### src/rrqs_pkg.sv
// shared types and codes for the round-robin quantum scheduler
`timescale 1ns / 1ps

package rrqs_pkg;

	localparam int unsigned ID_W     = 5;
	localparam int unsigned TIME_W   = 16;
	localparam int unsigned STATUS_W = 2;
	localparam int unsigned ENTRY_W  = ID_W + TIME_W;

	// action codes
	localparam logic ACT_LOAD = 1'b0;
	localparam logic ACT_RUN  = 1'b1;

	// status codes
	localparam logic [STATUS_W-1:0] STAT_OK    = 2'd0;
	localparam logic [STATUS_W-1:0] STAT_FULL  = 2'd1;
	localparam logic [STATUS_W-1:0] STAT_EMPTY = 2'd2;

	typedef enum logic [1:0] {
		CS_IDLE,
		CS_EXEC,
		CS_INS
	} ctrl_state_t;

	// controller to datapath
	typedef struct packed {
		logic capture;
		logic exec;
		logic ins;
		logic publish;
	} dp_cmd_t;

	// datapath to controller
	typedef struct packed {
		logic need_ins;
	} dp_stat_t;

endpackage

### src/rrqs_in_if.sv
// input channel: one scheduler request word
`timescale 1ns / 1ps

interface rrqs_in_if import rrqs_pkg::*; ();
	logic              valid;
	logic              ready;
	logic              action;
	logic              new_valid;
	logic [TIME_W-1:0] new_duration;

	modport source (output valid, action, new_valid, new_duration, input ready);
	modport sink (input valid, action, new_valid, new_duration, output ready);
endinterface

### src/rrqs_out_if.sv
// output channel: one scheduler result word
`timescale 1ns / 1ps

interface rrqs_out_if import rrqs_pkg::*; ();
	logic                valid;
	logic                ready;
	logic [ID_W-1:0]     ran_id;
	logic                completed;
	logic [ID_W-1:0]     added_id;
	logic [ID_W-1:0]     live_count;
	logic [STATUS_W-1:0] status;

	modport source (output valid, ran_id, completed, added_id, live_count, status,
		input ready);
	modport sink (input valid, ran_id, completed, added_id, live_count, status,
		output ready);
endinterface

### src/round_robin_quantum_scheduler.sv
// top level of the round-robin quantum scheduler
`timescale 1ns / 1ps

// Round-robin scheduler with a fixed time quantum. The queue holds up to
// QUEUE_DEPTH processes in a ring inside one ram, each entry a 5-bit process
// number and 16 bits of remaining time. A load word appends a process at the
// tail; a run word charges the head process one quantum, retires it when its
// remaining time is at or below the quantum, otherwise moves it to the tail,
// and may then put a new process in front of the head. New processes are
// numbered live count plus one. Every request word gives exactly one result
// word. Timing: a load word, an empty run and a run without insert pass
// through the accepting step (which also issues the registered ram read of
// the head entry) and an execute step that registers the result word, after
// which the block is idle and can take the next word. A run with insert adds
// an insert step that registers the result, because the requeued entry and
// the new head entry both go through the single ram write port. The result
// sits in an output register, so the next request is accepted while the
// previous result waits; a step stalls only when its own result would meet a
// still-untaken word. The queue ram needs no clearing after reset: only live
// entries are ever used. quantum resets to 1 and is written through
// cfg_we/cfg_wdata; the user must write it only while the block is idle,
// the block itself does not enforce this.
module round_robin_quantum_scheduler import rrqs_pkg::*; #(
	parameter int unsigned QUEUE_DEPTH = 16
) (
	input  logic              clk,
	input  logic              arst_n,
	input  logic              cfg_we,
	input  logic [TIME_W-1:0] cfg_wdata,
	rrqs_in_if.sink           sched_in,
	rrqs_out_if.source        sched_out
);

	// command and status between sequencer and datapath
	dp_cmd_t  cmd;
	dp_stat_t stat;

	// sequencer: owns the handshakes and the output word valid
	rrqs_ctrl u_ctrl (
		.clk       (clk),
		.arst_n    (arst_n),
		.in_valid  (sched_in.valid),
		.in_ready  (sched_in.ready),
		.out_valid (sched_out.valid),
		.out_ready (sched_out.ready),
		.stat      (stat),
		.cmd       (cmd)
	);

	// datapath: queue ram, pointers, quantum register, result word register
	rrqs_dp #(.QUEUE_DEPTH(QUEUE_DEPTH)) u_dp (
		.clk             (clk),
		.arst_n          (arst_n),
		.cfg_we          (cfg_we),
		.cfg_wdata       (cfg_wdata),
		.cmd             (cmd),
		.stat            (stat),
		.in_action       (sched_in.action),
		.in_new_valid    (sched_in.new_valid),
		.in_new_duration (sched_in.new_duration),
		.ran_id          (sched_out.ran_id),
		.completed       (sched_out.completed),
		.added_id        (sched_out.added_id),
		.live_count      (sched_out.live_count),
		.status          (sched_out.status)
	);

endmodule

### src/rrqs_ram.sv
// generic single-write, single-read ram with registered read
`timescale 1ns / 1ps

module rrqs_ram #(
	parameter int unsigned WIDTH = 21,
	parameter int unsigned DEPTH = 16
) (
	input  logic                     clk,
	input  logic                     wr_en,
	input  logic [$clog2(DEPTH)-1:0] wr_addr,
	input  logic [WIDTH-1:0]         wr_data,
	input  logic [$clog2(DEPTH)-1:0] rd_addr,
	output logic [WIDTH-1:0]         rd_data
);

	logic [WIDTH-1:0] mem_q [DEPTH];
	logic [WIDTH-1:0] rd_data_q;

	always_ff @(posedge clk) begin
		if (wr_en) begin
			mem_q[wr_addr] <= wr_data;
		end
		rd_data_q <= mem_q[rd_addr];
	end

	assign rd_data = rd_data_q;

endmodule

### src/rrqs_ctrl.sv
// scheduler sequencer: handshakes and step commands
`timescale 1ns / 1ps

module rrqs_ctrl import rrqs_pkg::*; (
	input  logic     clk,
	input  logic     arst_n,
	input  logic     in_valid,
	output logic     in_ready,
	output logic     out_valid,
	input  logic     out_ready,
	input  dp_stat_t stat,
	output dp_cmd_t  cmd
);

	ctrl_state_t state_q, state_d;
	logic        out_valid_q;
	logic        out_free;

	assign out_free = !out_valid_q || out_ready;

	always_comb begin
		state_d = state_q;
		unique case (state_q)
			CS_IDLE: begin
				if (in_valid) state_d = CS_EXEC;
			end
			CS_EXEC: begin
				if (out_free) state_d = stat.need_ins ? CS_INS : CS_IDLE;
			end
			CS_INS: begin
				if (out_free) state_d = CS_IDLE;
			end
			default: state_d = CS_IDLE;
		endcase
	end

	always_comb begin
		cmd      = '0;
		in_ready = 1'b0;
		unique case (state_q)
			CS_IDLE: begin
				in_ready    = 1'b1;
				cmd.capture = in_valid;
			end
			CS_EXEC: begin
				cmd.exec    = out_free;
				cmd.publish = out_free && !stat.need_ins;
			end
			CS_INS: begin
				cmd.ins     = out_free;
				cmd.publish = out_free;
			end
			default: ;
		endcase
	end

	always_ff @(posedge clk or negedge arst_n) begin
		if (!arst_n) begin
			state_q     <= CS_IDLE;
			out_valid_q <= 1'b0;
		end else begin
			state_q <= state_d;
			if (cmd.publish) out_valid_q <= 1'b1;
			else if (out_ready) out_valid_q <= 1'b0;
		end
	end

	assign out_valid = out_valid_q;

	// a result word is never overwritten before it is taken
	a_no_overwrite: assert property (@(posedge clk) disable iff (!arst_n)
		cmd.publish |-> (!out_valid_q || out_ready))
		else $error("result word overwritten");

	// an insert step only ever follows an exec step
	a_ins_after_exec: assert property (@(posedge clk) disable iff (!arst_n)
		(state_q == CS_INS) |-> ($past(state_q) == CS_EXEC || $past(state_q) == CS_INS))
		else $error("insert step without a run step");

endmodule

### src/rrqs_dp.sv
// scheduler datapath: queue ram, head pointer, live count, result register
`timescale 1ns / 1ps

module rrqs_dp import rrqs_pkg::*; #(
	parameter int unsigned QUEUE_DEPTH = 16
) (
	input  logic                clk,
	input  logic                arst_n,
	input  logic                cfg_we,
	input  logic [TIME_W-1:0]   cfg_wdata,
	input  dp_cmd_t             cmd,
	output dp_stat_t            stat,
	input  logic                in_action,
	input  logic                in_new_valid,
	input  logic [TIME_W-1:0]   in_new_duration,
	output logic [ID_W-1:0]     ran_id,
	output logic                completed,
	output logic [ID_W-1:0]     added_id,
	output logic [ID_W-1:0]     live_count,
	output logic [STATUS_W-1:0] status
);

	localparam int unsigned PW  = $clog2(QUEUE_DEPTH);
	localparam int unsigned CW  = $clog2(QUEUE_DEPTH + 1);
	localparam int unsigned CW1 = CW + 1;
	localparam logic [CW-1:0]  DEPTH_C = CW'(QUEUE_DEPTH);
	localparam logic [CW1-1:0] DEPTH_X = CW1'(QUEUE_DEPTH);
	localparam logic [PW-1:0]  LAST_P  = PW'(QUEUE_DEPTH - 1);

	logic [PW-1:0]       head_q, head_d;
	logic [CW-1:0]       count_q, count_d;
	logic [TIME_W-1:0]   quantum_q;
	logic                act_q, newv_q;
	logic [TIME_W-1:0]   dur_q;
	logic [ID_W-1:0]     run_id_q;
	logic                run_done_q;
	logic [ID_W-1:0]     o_ran_id_q, o_added_id_q, o_live_q;
	logic                o_completed_q;
	logic [STATUS_W-1:0] o_status_q;

	logic                wr_en;
	logic [PW-1:0]       wr_addr;
	logic [ENTRY_W-1:0]  wr_data, rd_data;

	logic [ID_W-1:0]     head_id;
	logic [TIME_W-1:0]   head_rem;
	logic                fits, full, empty;
	logic [CW1-1:0]      tail_sum, nid_w;
	logic [PW-1:0]       tail, head_inc, head_dec;
	logic [ID_W-1:0]     nid;

	logic [ID_W-1:0]     r_ran_id, r_added_id;
	logic                r_completed;
	logic [STATUS_W-1:0] r_status;

	rrqs_ram #(.WIDTH(ENTRY_W), .DEPTH(QUEUE_DEPTH)) u_ram (
		.clk     (clk),
		.wr_en   (wr_en),
		.wr_addr (wr_addr),
		.wr_data (wr_data),
		.rd_addr (head_q),
		.rd_data (rd_data)
	);

	assign head_id  = rd_data[ENTRY_W-1:TIME_W];
	assign head_rem = rd_data[TIME_W-1:0];
	assign fits     = head_rem <= quantum_q;
	assign full     = count_q == DEPTH_C;
	assign empty    = count_q == '0;
	assign tail_sum = CW1'(head_q) + CW1'(count_q);
	assign tail     = (tail_sum >= DEPTH_X) ? PW'(tail_sum - DEPTH_X) : PW'(tail_sum);
	assign head_inc = (head_q == LAST_P) ? '0 : head_q + 1'b1;
	assign head_dec = (head_q == '0) ? LAST_P : head_q - 1'b1;
	assign nid_w    = CW1'(count_q) + 1'b1;
	assign nid      = ID_W'(nid_w);

	always_comb begin
		head_d        = head_q;
		count_d       = count_q;
		wr_en         = 1'b0;
		wr_addr       = tail;
		wr_data       = {nid, dur_q};
		stat.need_ins = 1'b0;
		r_ran_id      = '0;
		r_completed   = 1'b0;
		r_added_id    = '0;
		r_status      = STAT_OK;
		if (cmd.ins) begin
			// new process goes in front of the head
			wr_en       = 1'b1;
			wr_addr     = head_dec;
			head_d      = head_dec;
			count_d     = count_q + 1'b1;
			r_ran_id    = run_id_q;
			r_completed = run_done_q;
			r_added_id  = nid;
		end else if (act_q == ACT_LOAD) begin
			if (full) begin
				r_status = STAT_FULL;
			end else begin
				wr_en      = cmd.exec;
				count_d    = count_q + 1'b1;
				r_added_id = nid;
			end
		end else if (empty) begin
			r_status = STAT_EMPTY;
		end else begin
			// charge the head one quantum; requeue at the tail if unfinished
			head_d      = head_inc;
			r_ran_id    = head_id;
			r_completed = fits;
			if (fits) begin
				count_d = count_q - 1'b1;
			end else begin
				wr_en   = cmd.exec;
				wr_data = {head_id, head_rem - quantum_q};
			end
			if (newv_q) begin
				if (!fits && full) r_status = STAT_FULL;
				else stat.need_ins = 1'b1;
			end
		end
	end

	always_ff @(posedge clk or negedge arst_n) begin
		if (!arst_n) begin
			head_q    <= '0;
			count_q   <= '0;
			quantum_q <= TIME_W'(1);
		end else begin
			if (cfg_we) quantum_q <= cfg_wdata;
			if (cmd.exec || cmd.ins) begin
				head_q  <= head_d;
				count_q <= count_d;
			end
		end
	end

	always_ff @(posedge clk) begin
		if (cmd.capture) begin
			act_q  <= in_action;
			newv_q <= in_new_valid;
			dur_q  <= in_new_duration;
		end
		if (cmd.exec) begin
			run_id_q   <= r_ran_id;
			run_done_q <= r_completed;
		end
		if (cmd.publish) begin
			o_ran_id_q    <= r_ran_id;
			o_completed_q <= r_completed;
			o_added_id_q  <= r_added_id;
			o_live_q      <= ID_W'(count_d);
			o_status_q    <= r_status;
		end
	end

	assign ran_id     = o_ran_id_q;
	assign completed  = o_completed_q;
	assign added_id   = o_added_id_q;
	assign live_count = o_live_q;
	assign status     = o_status_q;

	a_count_range: assert property (@(posedge clk) disable iff (!arst_n)
		count_q <= DEPTH_C)
		else $error("live count beyond queue depth");

	a_ins_grows: assert property (@(posedge clk) disable iff (!arst_n)
		cmd.ins |=> (count_q == $past(count_q) + 1'b1) && (head_q == $past(head_dec)))
		else $error("insert did not add at the head");

endmodule

### src/flat_wrapper.sv
// flat-port wrapper written by rule: the top's interface ports become plain ports
module round_robin_quantum_scheduler_flat import rrqs_pkg::*;
#(
	parameter int unsigned QUEUE_DEPTH = 16
)
  (clk, arst_n, cfg_we, cfg_wdata, sched_in_valid, sched_in_action, sched_in_new_valid, sched_in_new_duration, sched_in_ready, sched_out_valid, sched_out_ran_id, sched_out_completed, sched_out_added_id, sched_out_live_count, sched_out_status, sched_out_ready);
  rrqs_in_if sched_in_i ();
  rrqs_out_if sched_out_i ();
  input  logic clk;
  input  logic arst_n;
  input  logic cfg_we;
  input  logic [TIME_W-1:0] cfg_wdata;
  input wire logic [$bits(sched_in_i.valid)-1:0] sched_in_valid;
  input wire logic [$bits(sched_in_i.action)-1:0] sched_in_action;
  input wire logic [$bits(sched_in_i.new_valid)-1:0] sched_in_new_valid;
  input wire logic [$bits(sched_in_i.new_duration)-1:0] sched_in_new_duration;
  output wire logic [$bits(sched_in_i.ready)-1:0] sched_in_ready;
  output wire logic [$bits(sched_out_i.valid)-1:0] sched_out_valid;
  output wire logic [$bits(sched_out_i.ran_id)-1:0] sched_out_ran_id;
  output wire logic [$bits(sched_out_i.completed)-1:0] sched_out_completed;
  output wire logic [$bits(sched_out_i.added_id)-1:0] sched_out_added_id;
  output wire logic [$bits(sched_out_i.live_count)-1:0] sched_out_live_count;
  output wire logic [$bits(sched_out_i.status)-1:0] sched_out_status;
  input wire logic [$bits(sched_out_i.ready)-1:0] sched_out_ready;
  assign sched_in_i.valid = sched_in_valid;
  assign sched_in_i.action = sched_in_action;
  assign sched_in_i.new_valid = sched_in_new_valid;
  assign sched_in_i.new_duration = sched_in_new_duration;
  assign sched_in_ready = sched_in_i.ready;
  assign sched_out_valid = sched_out_i.valid;
  assign sched_out_ran_id = sched_out_i.ran_id;
  assign sched_out_completed = sched_out_i.completed;
  assign sched_out_added_id = sched_out_i.added_id;
  assign sched_out_live_count = sched_out_i.live_count;
  assign sched_out_status = sched_out_i.status;
  assign sched_out_i.ready = sched_out_ready;
  round_robin_quantum_scheduler #(.QUEUE_DEPTH(QUEUE_DEPTH)) u_core (.clk(clk), .arst_n(arst_n), .cfg_we(cfg_we), .cfg_wdata(cfg_wdata), .sched_in(sched_in_i), .sched_out(sched_out_i));
endmodule
### config.mk
export PLATFORM = sky130hd
export DESIGN_NAME = round_robin_quantum_scheduler_flat
export DESIGN_NICKNAME = d
export VERILOG_FILES = /design/src/rrqs_pkg.sv /design/src/rrqs_in_if.sv /design/src/rrqs_out_if.sv /design/src/round_robin_quantum_scheduler.sv /design/src/rrqs_ram.sv /design/src/rrqs_ctrl.sv /design/src/rrqs_dp.sv /design/src/flat_wrapper.sv
export SDC_FILE = /design/constraint.sdc
export NUM_CORES = 1
export LEC_CHECK = 0
export BUFFER_PORTS_ARGS = -buffer_cell sky130_fd_sc_hd__buf_2
export CAP_MARGIN = 15
export CELL_PAD_IN_SITES_DETAIL_PLACEMENT = 1
export CELL_PAD_IN_SITES_GLOBAL_PLACEMENT = 1
export CORE_MARGIN = 4
export CORE_UTILIZATION = 56
export CTS_CLUSTER_DIAMETER = 40
export DETAILED_ROUTE_END_ITERATION = 12
export PLACE_DENSITY = 0.88
export REMOVE_ABC_BUFFERS = 1
export SLEW_MARGIN = 40
export SYNTH_ARGS = -nofsm -noshare
export SYNTH_HDL_FRONTEND = slang
export SYNTH_SLANG_ARGS = --single-unit
### constraint.sdc
create_clock -name clk -period 6.1 [get_ports clk]
set_clock_uncertainty 0.1 [all_clocks]
set_input_delay 0.61 -clock clk [delete_from_list [all_inputs] [get_ports clk]]
set_output_delay 0.61 -clock clk [all_outputs]
set_load 0.1 [all_outputs]
==> out/summary.md <==
Each instance of the synthesized netlist takes up on average 17.9 um^2. The run finished with clean final reports. The leakage power is 0.00687 uW.

Internal power comes to 7430 uW. The number of detailed-routing iterations run before antenna repair was 5; the via count of the first global-routing pass was 11100. For this run, the number of Yosys warnings is 0. The maximum VDD drop is 0.301 mV, and the sequential fraction of design power is 38.8%. TritonCTS built the clock tree. The portion of total power attributed to the clock network came out at 24.3%.

59 I/O pins were placed. For the placed wire-length estimate, the log shows 29300 um. The wire length of the first global-routing pass was 73300 um. The tools report the startpoint type of the worst setup path as a register. The clock passes through at most 3 buffers. The clock period could shrink to 4.32 ns. The library cells used most frequently in the layout, excluding fill and tap cells, are sky130_fd_sc_hd__edfxtp_1, sky130_fd_sc_hd__mux4_2, sky130_fd_sc_hd__buf_2, sky130_fd_sc_hd__nand2_1, sky130_fd_sc_hd__clkbuf_16. The post-detailed-route wirelength per cell works out to 33.3 um. Leaving out filler cells and counting taps, the final layout contains 1513. The critical-path cell with the highest stage delay was sky130_fd_sc_hd__nor3_2. The final layout net count is 1144, and the H-tree depth is 2.

Once the floorplan was initialized, standard cells occupied 57.2% of the core. The global routing usage summed across all routing layers came out at 29.7%. The flip-flop and latch count after synthesis was 427. The number of flops mapped to enable cells by yosys is 378, and the total wire length after detailed routing is 50400 um. After layout, the worst setup slack is 1.78 ns.

Leaving out fill and tap cells, the most frequent cell in the layout is sky130_fd_sc_hd__edfxtp_1. For the final routed database, the setup TNS stands at 0 ns. Setup repair after global routing left no endpoint under its margin.

The number of buffer and inverter stages on the critical path works out to 2. The kind of cell with the highest combined delay along the critical path is compound AO/OA/AOI/OAI gates. For this run, the register share of the synthesized area comes to 70.7%.

After synthesis, the share of flip-flops with an asynchronous set or reset is 6.56%. From synthesis to final layout, the design area changed by 15.4%. The floorplan has 64 rows. Critical path data required time: 6.23 ns. The run gives 1276 as the starting DRC count in detailed routing. The final estimated routing congestion in global placement was 0.845. Cells fill 66.0% of the core in the end. Summing every instance area after synthesis gives 17600 um^2.

The antenna diode count was 0; the placement-stage worst setup slack was 1.94 ns. Among all flip-flop cells after synthesis, the most frequent one is sky130_fd_sc_hd__edfxtp_1. In this run the power density over the cells is 589 nW/um^2.

STA classifies the critical path endpoint as a register. Per report_power, the combinational group accounts for 37.0% of the total. The clock-pin slew on the worst setup and hold paths was 0.06 ns.

For the remaining routing DRC violations, the log shows 0. The worst-case headroom to the max-slew limit was 41.5%. Data arrives at the worst endpoint at 4.45 ns. Along the worst path, the maximum fanout reaches 15. Summed over all nets, the switching power comes to 4560 uW. Summed over all layers, the global routing overflow is 0. The die covers 34400 um^2. The run gives 30800 um^2 as the core region area. Entering global routing, the biggest net connects 53 pins.

The number of buffers created by CTS was 50. Of the total power, the share spent switching nets is 38.0%. The setup path with the least slack is of type register to register. Timing would allow up to 0.232 GHz. At the pin with the least slew margin, the transition time is 0.873 ns.

In the routed layout, each cell is associated on average with a via count of 6.87. The number of antenna violations at the first check in global routing is 2, and the die width is 185 um. The final worst-path cycle share was 70.8%; the number of nets with antenna violations after detailed routing was 0. The number of sinks on the clock net was 427. Synthesis produced 984 cells. In this run, distinct cell masters in the synthesized netlist total 69. For the number of failing hold endpoints at the final stage, the log shows 0.

The die is 185 um tall. Number of max-capacitance violations reported: 0. Classification of the worst-slack hold path: input pin to register. The final count of pins violating max slew was 0. The tree is rooted in a sky130_fd_sc_hd__clkbuf_16. The critical path goes through ha_1 -> fa_1 -> nand2b_1 -> a211oi_2 -> o21ai_2 -> a21boi_4 -> o21ai_4 -> buf_6 -> nor3_2 -> buf_4.

The clock latency on the worst-skew pair was 0.59 ns. Count of endpoints failing setup in the final report: 0. Of the cells placed in the final design, the portion with a size suffix greater than 1 is 29.3%. Once the clock tree was built, the setup fixing pass inserted 0 buffers. Placed instance count: 1417. The count of port buffers added during placement is 58, and the worst stage delay on the critical path is 0.67 ns. For this block, the via count after detailed routing is 10400.
-- sequential cells by signal (all words and copies together), names as in the netlist, 2 cells and up --
signal / cells
u_core.u_dp.status: 2
u_core.u_dp.run_id_q: 5
u_core.u_dp.u_ram.mem_q: 336
u_core.u_dp.added_id: 5
u_core.u_dp.u_ram.rd_data: 21
u_core.u_dp.quantum_q: 16
u_core.u_dp.ran_id: 5
u_core.u_dp.head_q: 4
u_core.u_dp.dur_q: 16
u_core.u_ctrl.state_q: 2
u_core.u_dp.count_q: 5
u_core.u_dp.live_count: 5
-- worst reg2reg max path, cell delays in order, from the launching register on --
cell,delay (ns)
sky130_fd_sc_hd__dfstp_2,0.38
sky130_fd_sc_hd__ha_1,0.22
sky130_fd_sc_hd__fa_1,0.43
sky130_fd_sc_hd__nand2b_1,0.21
sky130_fd_sc_hd__a211oi_2,0.39
sky130_fd_sc_hd__o21ai_2,0.21
sky130_fd_sc_hd__a21boi_4,0.40
sky130_fd_sc_hd__o21ai_4,0.24
sky130_fd_sc_hd__buf_6,0.23
sky130_fd_sc_hd__nor3_2,0.67
sky130_fd_sc_hd__buf_4,0.48
-- area by class of cell --
cell class / instances / area (um^2)
clock buffers: 59 / 1280
clock inverters: 34 / 315
fillers: 2571 / 10500
inverters: 30 / 113
multi-input cells: 478 / 5050
flip-flops and latches: 427 / 12500
well taps: 396 / 495
repair buffers: 89 / 598
-- routing by layer --
metal,GRT usage (%),vias up,wire [um]
li1,-,4154,-
met2,48.7,706,24600
met3,7.05,202,4860
met5,0,-,25
met4,13.5,4,2620
met1,38.0,5327,18400
-- cell families (layout without fill, tap and decap cells) --
logic type                 after synthesis  count (layout)  share of synthesized area [%]
and+or+nand+nor                        170             170                           4.60
adders and majority gates               29              29                           2.14
buffers and inverters                   79             212                           1.90
DFF                                    427             427                           70.7
xor gates and xnor gates                16              16                          0.795
AOI/OAI and AO/OA                      146             146                           5.63
muxes                                  117             117                           14.2
-- cells in the mapped netlist (all sizes together), types with 10 or more instances --
cell,n,area [um^2]
edfxtp,378,11400
mux4,105,2360
nand2,53,201
o21ai,52,279
nor2,42,158
inv,30,113
buf,27,140
dfrtp,27,676
ha,27,338
a21oi,22,114
clkbuf,22,82.6
dfxtp,21,420
nand3,16,80.1
nor3,15,75.1
xnor2,11,96.3
a31oi,10,62.6
-- stage by stage --
stage | hold slack [ns] | total power, uW | instance area [um^2]
6_report | 0.103 | 12000 | 20300
5_1_grt | 0.0866 | 12400 | 20300
4_1_cts | 0.0361 | 11800 | 20200
3_5_place_dp | 0.438 | 8840 | 18600
3_3_place_gp | 0.414 | 8470 | 18500
2_1_floorplan | 0.214 | 7410 | 17400
-- repair_timing --
action                                  in CTS  in global routing
resized for setup                            0                  0
endpoints found under the setup margin       0                  0
hold endpoints to repair                     0                 27
hold buffers                                 0                  1
-- final timing paths --
kind                                          start                        endpoint  slack, ns  cells after the start
min                        sched_in_new_duration[1]            u_core.u_dp.dur_q[1]       0.10                      1
min reg2reg                u_core.u_ctrl.state_q[1]        u_core.u_ctrl.state_q[1]       0.45                      1
max reg2reg                u_core.u_dp.quantum_q[0]  u_core.u_dp.u_ram.mem_q[3][17]       1.78                     10
min in group asynchronous                    arst_n           u_core.u_dp.head_q[1]       0.44                      2
max                        u_core.u_dp.quantum_q[0]  u_core.u_dp.u_ram.mem_q[3][17]       1.78                     10
max in group asynchronous                    arst_n           u_core.u_dp.head_q[3]       5.08                      2
-- power groups by stage --
| stage | clock network (uW) | logic, uW | registers (uW) |
|---|---|---|---|
| finish | 2910 | 4430 | 4650 |
| detailed placement | 0 | 4150 | 4680 |
| global route | 3080 | 4660 | 4680 |
| global placement | 0 | 3780 | 4690 |
| CTS | 2940 | 4260 | 4640 |
| floorplan | 0 | 2460 | 4950 |
Note: power is estimated with default switching activity, not from simulation.
